===== src/tga_rle_pkg.sv =====
// Package with the shared types and codes of the TGA run-length pixel decoder.
package tga_rle_pkg;

  // Packet phase codes.
  localparam logic [1:0] PH_PACKET = 2'd0;
  localparam logic [1:0] PH_RAW    = 2'd1;
  localparam logic [1:0] PH_RUN    = 2'd2;

  // Configuration register indexes.
  localparam logic [7:0] REG_IMAGE_WIDTH     = 8'd0;
  localparam logic [7:0] REG_IMAGE_HEIGHT    = 8'd1;
  localparam logic [7:0] REG_BYTES_PER_PIXEL = 8'd2;
  localparam logic [7:0] REG_RLE_MODE        = 8'd3;

  // Packet byte boundary between raw and run packets, and the run offset.
  localparam logic [7:0] RUN_FLAG   = 8'd128;
  localparam logic [7:0] RUN_OFFSET = 8'd127;

  // Pixel size code that selects four-byte pixels.
  localparam logic [2:0] BPP_FOUR = 3'd4;

  typedef struct packed {
    logic [7:0] data_byte;
  } byte_req_t;

  typedef struct packed {
    logic [7:0] red;
    logic [7:0] green;
    logic [7:0] blue;
    logic [7:0] alpha;
    logic [7:0] repeat_count;
    logic       image_done;
  } pixel_req_t;

  typedef struct packed {
    logic [7:0]  reg_index;
    logic [15:0] wdata;
  } cfg_req_t;

endpackage


===== src/tga_rle_if.sv =====
// Valid/ready channel interfaces for byte input, pixel output and configuration.
interface tga_rle_byte_if import tga_rle_pkg::*; ();
  logic      valid;
  logic      ready;
  byte_req_t data;
  modport source (output valid, output data, input ready);
  modport sink (input valid, input data, output ready);
endinterface

interface tga_rle_pixel_if import tga_rle_pkg::*; ();
  logic       valid;
  logic       ready;
  pixel_req_t data;
  modport source (output valid, output data, input ready);
  modport sink (input valid, input data, output ready);
endinterface

interface tga_rle_cfg_if import tga_rle_pkg::*; ();
  logic     valid;
  logic     ready;
  cfg_req_t data;
  modport source (output valid, output data, input ready);
  modport sink (input valid, input data, output ready);
endinterface


===== src/tga_rle_pixel_decoder_top.sv =====
// Top level of the TGA type 2 / type 10 pixel data decoder.
//
// The block takes the pixel data bytes of a truecolor TGA image, one request
// per byte on pixel_in, and gives one request per finished pixel on
// pixel_out, converted from stored B,G,R(,A) order to red, green, blue and
// alpha, with a repeat count for run-length packets and a flag on the
// request that completes the image. The cfg channel writes image width,
// height, bytes per pixel and the run-length mode; it is always ready and
// should be used only while no pixel is in flight.
// A byte is taken in each cycle that pixel_in.valid and pixel_in.ready are both
// high. Bytes are decoded combinationally, a finished pixel is registered into
// the output queue, and the rate is one byte per cycle while the queue has room.
// Results go through a two-entry output queue: when the receiver stalls,
// one more result can be queued while the head waits, and pixel_in.ready
// drops only once both entries are full.
// The pixel count of an image comes from a product register that is updated
// at each geometry write, so no multiply sits in the byte path.
// Synchronous reset clears the registers to width 0, height 0, three bytes
// per pixel, uncompressed mode, and empties the output queue.
module tga_rle_pixel_decoder_top
  import tga_rle_pkg::*;
(
  input  logic            clk,
  input  logic            rst,
  tga_rle_byte_if.sink    pixel_in,
  tga_rle_pixel_if.source pixel_out,
  tga_rle_cfg_if.sink     cfg
);

  // Configuration registers.
  logic [15:0] image_width;
  logic [15:0] image_height;
  logic [2:0]  bytes_per_pixel;
  logic        rle_mode;
  logic [31:0] image_pixels;

  // Decoder state.
  logic [31:0] pixels_left;
  logic [1:0]  packet_phase;
  logic [7:0]  raw_pixels_left;
  logic [7:0]  run_length;
  logic [1:0]  byte_position;
  logic [7:0]  color_bytes [3];

  logic [31:0] pixels_left_next;
  logic [1:0]  packet_phase_next;
  logic [7:0]  raw_pixels_left_next;
  logic [7:0]  run_length_next;
  logic [1:0]  byte_position_next;
  logic        color_we;
  logic [1:0]  color_idx;
  logic        res_valid;
  pixel_req_t  res;

  // Output queue.
  pixel_req_t  out_q [2];
  logic [1:0]  out_cnt;

  logic in_acc;
  logic out_pop;
  logic push;
  logic push_head;

  assign in_acc  = pixel_in.valid && pixel_in.ready;
  assign out_pop = pixel_out.valid && pixel_out.ready;
  assign push    = in_acc && res_valid;

  // A new result lands in the head entry when the queue is empty, or when
  // the only queued result leaves in the same cycle.
  assign push_head = push && (out_cnt == 2'd0 || (out_cnt == 2'd1 && out_pop));

  assign pixel_in.ready  = (out_cnt != 2'd2);
  assign pixel_out.valid = (out_cnt != 2'd0);
  assign pixel_out.data  = out_q[0];
  assign cfg.ready       = 1'b1;

  // Configuration writes; the product register follows the new geometry.
  always_ff @(posedge clk) begin
    if (rst) begin
      image_width     <= '0;
      image_height    <= '0;
      bytes_per_pixel <= 3'd3;
      rle_mode        <= 1'b0;
      image_pixels    <= '0;
    end else if (cfg.valid) begin
      case (cfg.data.reg_index)
        REG_IMAGE_WIDTH: begin
          image_width  <= cfg.data.wdata;
          image_pixels <= {16'd0, cfg.data.wdata} * {16'd0, image_height};
        end
        REG_IMAGE_HEIGHT: begin
          image_height <= cfg.data.wdata;
          image_pixels <= {16'd0, image_width} * {16'd0, cfg.data.wdata};
        end
        REG_BYTES_PER_PIXEL: bytes_per_pixel <= cfg.data.wdata[2:0];
        REG_RLE_MODE:        rle_mode <= cfg.data.wdata[0];
        default: ;
      endcase
    end
  end

  // One byte of decode: packet header handling and pixel assembly.
  always_comb begin
    logic [7:0]  b;
    logic [31:0] left;
    logic [1:0]  last_pos;
    logic        is_pixel_byte;
    logic [7:0]  count;
    logic        done;

    b         = pixel_in.data.data_byte;
    left      = pixels_left;
    last_pos  = (bytes_per_pixel == BPP_FOUR) ? 2'd3 : 2'd2;
    count     = 8'd1;
    done      = 1'b0;
    is_pixel_byte = 1'b0;

    pixels_left_next     = pixels_left;
    packet_phase_next    = packet_phase;
    raw_pixels_left_next = raw_pixels_left;
    run_length_next      = run_length;
    byte_position_next   = byte_position;
    color_we             = 1'b0;
    color_idx            = byte_position;
    res_valid            = 1'b0;
    res                  = '0;

    // A new image starts with a fresh pixel count and packet state.
    if (pixels_left == 32'd0) begin
      left                 = image_pixels;
      pixels_left_next     = image_pixels;
      packet_phase_next    = PH_PACKET;
      raw_pixels_left_next = '0;
      run_length_next      = '0;
      byte_position_next   = '0;
    end

    if (left != 32'd0) begin
      if (!rle_mode) begin
        packet_phase_next    = PH_PACKET;
        raw_pixels_left_next = '0;
        is_pixel_byte        = 1'b1;
      end else if (packet_phase_next == PH_RAW) begin
        is_pixel_byte = 1'b1;
      end else if (packet_phase_next == PH_RUN) begin
        is_pixel_byte = 1'b1;
        count         = run_length_next;
      end else begin
        byte_position_next = '0;
        if (b < RUN_FLAG) begin
          raw_pixels_left_next = b + 8'd1;
          packet_phase_next    = PH_RAW;
        end else begin
          run_length_next   = b - RUN_OFFSET;
          packet_phase_next = PH_RUN;
        end
      end

      if (is_pixel_byte) begin
        if (byte_position_next < last_pos) begin
          color_we           = 1'b1;
          color_idx          = byte_position_next;
          byte_position_next = byte_position_next + 2'd1;
        end else begin
          if ({24'd0, count} > left) begin
            count = left[7:0];
          end
          res_valid        = 1'b1;
          res.red          = (byte_position_next == 2'd2) ? b : color_bytes[2];
          res.green        = color_bytes[1];
          res.blue         = color_bytes[0];
          res.alpha        = (bytes_per_pixel == BPP_FOUR) ? b : 8'd0;
          res.repeat_count = count;
          pixels_left_next = left - {24'd0, count};
          done             = (pixels_left_next == 32'd0);
          res.image_done   = done;
          byte_position_next = '0;

          if (rle_mode && packet_phase_next == PH_RAW) begin
            raw_pixels_left_next = raw_pixels_left_next - 8'd1;
            if (raw_pixels_left_next == 8'd0) begin
              packet_phase_next = PH_PACKET;
            end
          end else if (rle_mode) begin
            packet_phase_next = PH_PACKET;
            run_length_next   = '0;
          end

          if (done) begin
            packet_phase_next    = PH_PACKET;
            raw_pixels_left_next = '0;
            run_length_next      = '0;
          end
        end
      end
    end
  end

  always_ff @(posedge clk) begin
    if (rst) begin
      pixels_left     <= '0;
      packet_phase    <= PH_PACKET;
      raw_pixels_left <= '0;
      run_length      <= '0;
      byte_position   <= '0;
    end else if (in_acc) begin
      pixels_left     <= pixels_left_next;
      packet_phase    <= packet_phase_next;
      raw_pixels_left <= raw_pixels_left_next;
      run_length      <= run_length_next;
      byte_position   <= byte_position_next;
    end
  end

  // Stored color bytes carry no reset; each is written before it is read.
  always_ff @(posedge clk) begin
    if (in_acc && color_we) begin
      case (color_idx)
        2'd0:    color_bytes[0] <= pixel_in.data.data_byte;
        2'd1:    color_bytes[1] <= pixel_in.data.data_byte;
        2'd2:    color_bytes[2] <= pixel_in.data.data_byte;
        default: ;
      endcase
    end
  end

  // Two-entry output queue, head in entry 0.
  always_ff @(posedge clk) begin
    if (rst) begin
      out_cnt <= '0;
    end else begin
      case ({push, out_pop})
        2'b10:   out_cnt <= out_cnt + 2'd1;
        2'b01:   out_cnt <= out_cnt - 2'd1;
        default: ;
      endcase
    end
  end

  always_ff @(posedge clk) begin
    if (push_head) begin
      out_q[0] <= res;
    end else if (out_pop) begin
      out_q[0] <= out_q[1];
    end
    if (push && !push_head) begin
      out_q[1] <= res;
    end
  end

`ifndef SYNTHESIS
  // The queue never holds more than its two entries.
  a_queue_bound: assert property (@(posedge clk) disable iff (rst)
    out_cnt != 2'd3)
    else $error("output queue count out of range");

  // A delivered pixel always covers between one and 128 pixels.
  a_repeat_range: assert property (@(posedge clk) disable iff (rst)
    pixel_out.valid |-> (pixel_out.data.repeat_count != 8'd0 &&
                         pixel_out.data.repeat_count <= 8'd128))
    else $error("repeat count out of range");

  // The request that completes an image leaves no pixels outstanding.
  a_done_clears: assert property (@(posedge clk) disable iff (rst)
    (push && res.image_done) |=> (pixels_left == 32'd0 &&
                                  packet_phase == PH_PACKET))
    else $error("image end did not clear the pixel count");
`endif

endmodule

===== src/flat_wrapper.sv =====
// flat-port wrapper written by rule: the top's interface ports become plain ports
module tga_rle_pixel_decoder_top_flat import tga_rle_pkg::*;
  (clk, rst, pixel_in_valid, pixel_in_data, pixel_in_ready, pixel_out_valid, pixel_out_data, pixel_out_ready, cfg_valid, cfg_data, cfg_ready);
  tga_rle_byte_if pixel_in_i ();
  tga_rle_pixel_if pixel_out_i ();
  tga_rle_cfg_if cfg_i ();
  input  logic clk;
  input  logic rst;
  input wire logic [$bits(pixel_in_i.valid)-1:0] pixel_in_valid;
  input wire logic [$bits(pixel_in_i.data)-1:0] pixel_in_data;
  output wire logic [$bits(pixel_in_i.ready)-1:0] pixel_in_ready;
  output wire logic [$bits(pixel_out_i.valid)-1:0] pixel_out_valid;
  output wire logic [$bits(pixel_out_i.data)-1:0] pixel_out_data;
  input wire logic [$bits(pixel_out_i.ready)-1:0] pixel_out_ready;
  input wire logic [$bits(cfg_i.valid)-1:0] cfg_valid;
  input wire logic [$bits(cfg_i.data)-1:0] cfg_data;
  output wire logic [$bits(cfg_i.ready)-1:0] cfg_ready;
  assign pixel_in_i.valid = pixel_in_valid;
  assign pixel_in_i.data = pixel_in_data;
  assign pixel_in_ready = pixel_in_i.ready;
  assign pixel_out_valid = pixel_out_i.valid;
  assign pixel_out_data = pixel_out_i.data;
  assign pixel_out_i.ready = pixel_out_ready;
  assign cfg_i.valid = cfg_valid;
  assign cfg_i.data = cfg_data;
  assign cfg_ready = cfg_i.ready;
  tga_rle_pixel_decoder_top u_core (.clk(clk), .rst(rst), .pixel_in(pixel_in_i), .pixel_out(pixel_out_i), .cfg(cfg_i));
endmodule

===== config.mk =====
export PLATFORM = sky130hd
export DESIGN_NAME = tga_rle_pixel_decoder_top_flat
export DESIGN_NICKNAME = d
export VERILOG_FILES = /design/src/tga_rle_pkg.sv /design/src/tga_rle_if.sv /design/src/tga_rle_pixel_decoder_top.sv /design/src/flat_wrapper.sv
export SDC_FILE = /design/constraint.sdc
export NUM_CORES = 2
export LEC_CHECK = 0
export ABC_AREA = 0
export BUFFER_PORTS_ARGS = -buffer_cell sky130_fd_sc_hd__buf_2
export CORE_MARGIN = 2
export CORE_UTILIZATION = 55
export DETAILED_ROUTE_END_ITERATION = 8
export HOLD_SLACK_MARGIN = 0.1
export PLACE_DENSITY = 0.72
export SYNTH_ARGS = -nofsm -noshare
export SYNTH_HDL_FRONTEND = slang
export SYNTH_SLANG_ARGS = --single-unit

===== constraint.sdc =====
create_clock -name clk -period 15 [get_ports clk]
set_input_delay 2.25 -clock clk [delete_from_list [all_inputs] [get_ports clk]]
set_output_delay 2.25 -clock clk [all_outputs]
set_load 0.02 [all_outputs]

Word-level counts from Yosys, hierarchy flattened --
Memory sizes are Yosys's and may differ from the RTL's. Index checks and enable logic that the tools add are counted.
Word-level totals: bits in registers 122, memory bits (writable) 106, input bits 37, output and inout bits 44, logic and storage cells 166, memories 2
Operators by class: add/subtract/negate cells 7, $mul 2, magnitude comparators 3, eq/ne operators 14, mux-type cells 99, bitwise operators 1, reductions and logical operators 27
Memories:
- u_core.out_q | depth 2, width 41, read ports 2, clocked after memory_dff 0, wr ports 2, line tga_rle_pixel_decoder_top.sv:56 | pixel_req_t out_q [2];
- u_core.color_bytes | depth 3, width 8, read ports 3, clocked after memory_dff 0, wr ports 1, line tga_rle_pixel_decoder_top.sv:43 | logic [7:0] color_bytes [3];
Operators with widths (count):
- two-way mux 8 bit | 34
- two-way mux 41 bit | 4
- two-way mux 32 bit | 4
- logical NOT 32 bit | 2
- multiplier 16 x 16 -> 32 bit | 2
- one-hot mux 32 bit (2 select lines) | 1
- two-way mux 2 bit | 26
- greater-than comparator 8 x 32 -> 1 bit | 1
- nonzero test 32 bit | 1
- subtractor 32 x 8 -> 32 bit | 1
- two-way mux 1 bit | 29
- == test 8 x 2 -> 1 bit (second input constant) | 2
- logical NOT 8 bit | 2
- OR reduction 8 bit | 2
- == test 2 x 1 -> 1 bit (second input constant) | 5
- AND reduction 2 bit | 5
- adder 8 x 1 -> 8 bit (second input constant) | 1
- == test 2 bit (second input constant) | 4
- == test 8 x 1 -> 1 bit (second input constant) | 1
- logical AND 1 bit | 8
- less-than comparator 8 bit (second input constant) | 1
- subtractor 8 x 1 -> 8 bit (second input constant) | 1
- subtractor 8 x 7 -> 8 bit (second input constant) | 1
- nonzero test 2 bit | 3
- 10 further kinds | 12

Depth between registers and ports, before layout --
depth after elaboration 18, mapped depth 31, mapped depth without buffers 29

Worst setup path before layout --
Ideal clock, no wire load.
path kind input to register, start point input cfg_data[13], end point register u_core.image_pixels[30], library setup time 70 ps, data arrival time 8672 ps, required time 14930 ps, slack 6258 ps, stages 25, path buffers 2, path through clkbuf_1 -> clkbuf_1 -> nand2_1 -> fa_1 -> inv_1 -> fa_1 -> inv_1 -> fa_1 -> inv_1 -> fa_1 -> inv_1 -> fa_1 -> inv_1 -> fa_1 -> ha_1 -> a21o_1 -> a311o_1 -> a211o_1 -> a31oi_1 -> o221ai_1 -> and4_1 -> a2111oi_0 -> mux2i_1 -> o21ai_0 -> a21oi_1
On the way: longest elaborated chain between the ends 2, elaborated cells on any way between the ends 3, those cells by class 2 x mul; 1 x mux
Ends and longest elaborated chain:
- start: declaration | line flat_wrapper.sv:16 | input wire logic [$bits(cfg_i.data)-1:0] cfg_data;
- multiplier 16 x 16 -> 32 bit, on equally long branches | line tga_rle_pixel_decoder_top.sv:93, tga_rle_pixel_decoder_top.sv:89
- one-hot mux 32 bit (2 select lines) (*) | line tga_rle_pixel_decoder_top.sv:86 | case (cfg.data.reg_index)
- end signal: assignment | line tga_rle_pixel_decoder_top.sv:89 | image_pixels <= {16'd0, cfg.data.wdata} * {16'd0, image_height};
- end signal: assignment | line tga_rle_pixel_decoder_top.sv:93 | image_pixels <= {16'd0, image_width} * {16'd0, cfg.data.wdata};
- end: declaration | line tga_rle_pixel_decoder_top.sv:35 | logic [31:0] image_pixels;
Every way passes the cells marked *; elsewhere a longest branch is shown, timed or not. A chain may end at the register's enable or synchronous reset.

Worst setup path in the final report --
start point register u_core.rle_mode, end point register u_core.raw_pixels_left[2]
On the way: longest elaborated chain between the ends 13, elaborated cells on any way between the ends 26, those cells by class 2 x add/sub; 2 x order compare; 1 x eq/ne; 19 x mux; 2 x reduce/logical
Ends and longest elaborated chain:
- start: declaration | line tga_rle_pixel_decoder_top.sv:34 | logic rle_mode;
- start signal: assignment | line tga_rle_pixel_decoder_top.sv:96 | REG_RLE_MODE: rle_mode <= cfg.data.wdata[0];
- two-way mux 8 bit | line tga_rle_pixel_decoder_top.sv:139 | if (!rle_mode) begin
- two-way mux 8 bit | line tga_rle_pixel_decoder_top.sv:138 | if (left != 32'd0) begin
- greater-than comparator 8 x 32 -> 1 bit | line tga_rle_pixel_decoder_top.sv:165 | if ({24'd0, count} > left) begin
- two-way mux 8 bit | line tga_rle_pixel_decoder_top.sv:165
- two-way mux 8 bit | line tga_rle_pixel_decoder_top.sv:160 | if (byte_position_next < last_pos) begin
- two-way mux 8 bit | line tga_rle_pixel_decoder_top.sv:159 | if (is_pixel_byte) begin
- two-way mux 8 bit | line tga_rle_pixel_decoder_top.sv:138
- subtractor 32 x 8 -> 32 bit | line tga_rle_pixel_decoder_top.sv:174 | pixels_left_next = left - {24'd0, count};
- logical NOT 32 bit | line tga_rle_pixel_decoder_top.sv:175 | done = (pixels_left_next == 32'd0);
- two-way mux 8 bit | line tga_rle_pixel_decoder_top.sv:189 | if (done) begin
- two-way mux 8 bit | line tga_rle_pixel_decoder_top.sv:160
- two-way mux 8 bit (*) | line tga_rle_pixel_decoder_top.sv:159
- two-way mux 8 bit (*) | line tga_rle_pixel_decoder_top.sv:138
- end signal: assignment | line tga_rle_pixel_decoder_top.sv:209 | raw_pixels_left <= raw_pixels_left_next;
- end: declaration | line tga_rle_pixel_decoder_top.sv:40 | logic [7:0] raw_pixels_left;
Every way passes the cells marked *; elsewhere a longest branch is shown, timed or not. The select of a mux whose other input is x is not followed.

==> flow_summary.ini <==
[outcome]
status = complete, no violations

[die]
die_w_um = 233
initial_core_util_pct = 55.9
rows = 83
core_um2 = 51600
io_pins = 81
floorplan.die_area_um2 = 54300
die_h_um = 233

[drt]
routed_via_density = 5.89
antenna_left = 0
initialDrtViolationCount = 1633
wl_per_cell_um = 19.9
drc = 0
drt-pass1-iter-count = 5
wl_um = 77100
vias = 22815

[clock_tree]
cts_tree = yes
cts_buffer_depth = 3
post_cts_buffers = 0
cts_hold_buf = 0
insertion_delay_ps = 560
clockRootBuffer = clkbuf_16
cts_buffers = 25
cts-htree-levels = 1
cts-resized-gates = 0
cts.sink_count = 228
clk_pin_slew_ps = 60

[synthesis]
yosysWarnings = 0
synth_compound_area_share_pct = 10.2
ys_top_cells_by_area = fa_1 27%, edfxtp_1 11%, ha_1 10%, dfxtp_1 8.5%, nand2_1 7.0%
netlist_area_um2 = 28800
async_flop_share_pct = 0
synth_top_area_share_pct = 27.0
synth_fp_nets = 3922
synth_edf_count = 106
ys_ff_latch = 228
yosysTopAreaCell = fa_1
synthMuxAreaShare_pct = 2.33
ys_types = 90
synth-simple-area-share_pct = 18.7
synth-seq-area-share_pct = 19.5
synth_fa_ha_area_share_pct = 37.1
syn_avg_cell_area_um2 = 8.84
syn_inst = 3264
synth_top_family_by_area = adder cells
synthXorXnorAreaFrac_pct = 2.16
ys.flop_type = dfxtp_1

[power_and_ir_drop]
p_switching_mw = 0.482
intPower_mw = 1.15
clkPwrFrac_pct = 40.1
peakVddDrop_uv = 63.4
pwr-share-seq_pct = 41.6
swShare_pct = 29.6
pwr-share-comb_pct = 18.2
p_leak_nw = 13.3
power_density_nw_per_um2 = 54.0

[placed_design]
hpwl_um = 57300
io_buffers = 79
place_congestion = 0.928
dp_slack_ps = 5520

[job]
maxCapViolCount = 0

[worst_setup_path]
regToRegStartpoint = u_core.rle_mode
r2r_end = u_core.raw_pixels_left[2]
r2r_cells = 23
critical-path-slowest-cell = a21oi_1
worstSetupPathType = reg -> reg
end_kind = flop
cp_data_arrival_time_ps = 9630
crit_path_max_fanout = 23
regToRegSetupSlack_ps = 5820
crit_required_ps = 15450
crit_chain = clkinv_1, nor3_1, and2_1, ha_1, and3_1, nand4_1, nand4_1, a21oi_1, mux2_2, inv_1, ha_1, inv_1, fa_1, a211oi_1, o21a_1, o21ai_0, o311ai_0, o211ai_1, nor4_1, nand4b_1, nor4_2, nor3_1, a32o_1
worst_path_largest_cell_delay_ps = 870
critPathLaunchType = flop

[timing]
tightest_slew_ps = 1090
finalSetupTns_ps = 0
hold_violations = 0
rsz0062_at_grt = false
fin_ws_ps = 5820
skew_ps = 13.9
slew_headroom_pct = 27.1
fin_crit_sh_pct = 61.2
min_period_ps = 9180
max_clock_freq_mhz = 109
setup_viol = 0
finalMaxSlewViolations = 0

[layout]
syn_to_final_growth_pct = 4.51
drive_above_1_share_pct = 7.07
antennaDiodeCount = 0
finalNetCount = 3834

[global_route]
antenna_found_initial = 2
grtUsageTotal_pct = 29.2
grt_pass1_vias = 24161
grt_first_pass_wirelength_um = 126000
grt_max_degree = 65
overflow = 0

[worst_hold_path]
holdPathEnd = u_core.raw_pixels_left[0]
hold_path_class = reg -> reg
hp-start = u_core.raw_pixels_left[0]
hold_depth = 2
final cells by class:
class                      count  area [um2]
clock inverter                13         169
tap                          680         851
multi-input combinational   2327       20400
sequential                   228        5630
inverter                     484        1820
clock buffer                  33         696
fill                        4452       21500
timing repair buffer         110         631
synthesized netlist by cell type, types with 11 or more instances:
cell type    n
or3_1       15
inv_1      483
o31ai_1     11
and3_1      20
a211oi_1    22
edfxtp_1   106
nand4_1     14
nand3_1     34
mux2_2      34
o21a_1      17
and2_1     211
dfxtp_1    122
a21o_1      20
mux2i_1     29
nor2b_1     16
nor2_1     140
clkbuf_1   159
fa_1       389
xor2_1      23
nand2_1    534
buf_4       42
a31oi_1     15
ha_1       232
o21bai_1    11
o21ai_0     78
o2bb2ai_1   11
nor3_1      45
buf_1       11
a21oi_1    146
a311oi_1    19
nor4_1      31
o211ai_1    16
xnor2_1     48
or2_2       13
critical path: cells and delay by family, from the launching register on:
kind | cells | cell delay (ps)
and+or+nand+nor | 9 | 3110
AOI/OAI and AO/OA | 7 | 3050
adders and majority gates | 3 | 950
DFF | 1 | 830
buffers and inverters | 3 | 650
muxes | 1 | 470
layer usage:
metal  GRT usage (%)  share of wire (%)  up-vias
met5               0              0.035        -
met4            10.2                3.7        4
met3            4.01                7.2      186
met2            49.9                 48      943
met1            38.0                 41    11332
li1                -                  -    10350
through the flow:
| step | utilization [%] | cells | hold WS (ps) | instance area (um2) | total power [mW] |
|---|---|---|---|---|---|
| 4_1_cts | 58.4 | 3875 | 453 | 30100 | 1.63 |
| 2_1_floorplan | - | 3264 | 424 | 28800 | 0.909 |
| 3_3_place_gp | 56.7 | 3829 | 440 | 29300 | 0.977 |
| 6_report | 58.4 | 3875 | 450 | 30100 | 1.63 |
| 3_5_place_dp | 56.7 | 3829 | 445 | 29300 | 0.983 |
| 5_1_grt | 58.4 | 3875 | 486 | 30100 | 1.68 |
kinds of logic (layout without fill, tap and decap cells):
kind of cell             Yosys count  in the layout
other                              1              1
XOR/XNOR                          71             71
multiplexers                      63             63
buffers and inverters            709            640
adder cells (fa/ha/maj)          621            621
AND/OR/NAND/NOR                 1126           1126
flip-flops                       228            228
AO/OA/AOI/OAI                    445            445
power by group through the flow:
| stage | Combinational (mW) | Clock (mW) | Sequential [mW] |
|---|---|---|---|
| 6_report | 0.297 | 0.653 | 0.677 |
| 5_1_grt | 0.318 | 0.685 | 0.679 |
| 4_1_cts | 0.293 | 0.663 | 0.678 |
| 3_5_place_dp | 0.292 | 0 | 0.691 |
| 3_3_place_gp | 0.287 | 0 | 0.690 |
| 2_1_floorplan | 0.220 | 0 | 0.689 |
worst max-delay path by stage:
stage                                      endpoint  slack, ps       startpoint
after global routing      u_core.raw_pixels_left[2]       5400  u_core.rle_mode
after floorplan             u_core.image_pixels[30]       6260     cfg_data[13]
after detailed placement    u_core.image_pixels[30]       5520      cfg_data[7]
final                     u_core.raw_pixels_left[2]       5820  u_core.rle_mode
after global placement      u_core.image_pixels[30]       5650      cfg_data[7]
after CTS                 u_core.raw_pixels_left[2]       6020  u_core.rle_mode
registers in the layout (all words and copies together), names as in the netlist:
register                count
u_core.byte_position        2
u_core.bytes_per_pixel      3
u_core.color_bytes         24
u_core.image_height        16
u_core.image_pixels        32
u_core.image_width         16
u_core.out_cnt              2
u_core.out_q               82
u_core.packet_phase         2
u_core.pixels_left         32
u_core.raw_pixels_left      8
u_core.rle_mode             1
u_core.run_length           8
cell usage in the layout (no fill, tap or decap), types with 21 or more instances in the layout:
| master | n |
|---|---|
| a211oi_1 | 21 |
| a21oi_1 | 146 |
| and2_1 | 211 |
| buf_2 | 78 |
| buf_4 | 32 |
| clkbuf_16 | 25 |
| dfxtp_1 | 122 |
| edfxtp_1 | 106 |
| fa_1 | 389 |
| ha_1 | 232 |
| inv_1 | 483 |
| mux2_2 | 34 |
| mux2i_1 | 29 |
| nand2_1 | 534 |
| nand3_1 | 34 |
| nor2_1 | 139 |
| nor3_1 | 44 |
| nor4_1 | 31 |
| o21ai_0 | 77 |
| xnor2_1 | 48 |
| xor2_1 | 23 |
Power figures use the tool's default switching activity.
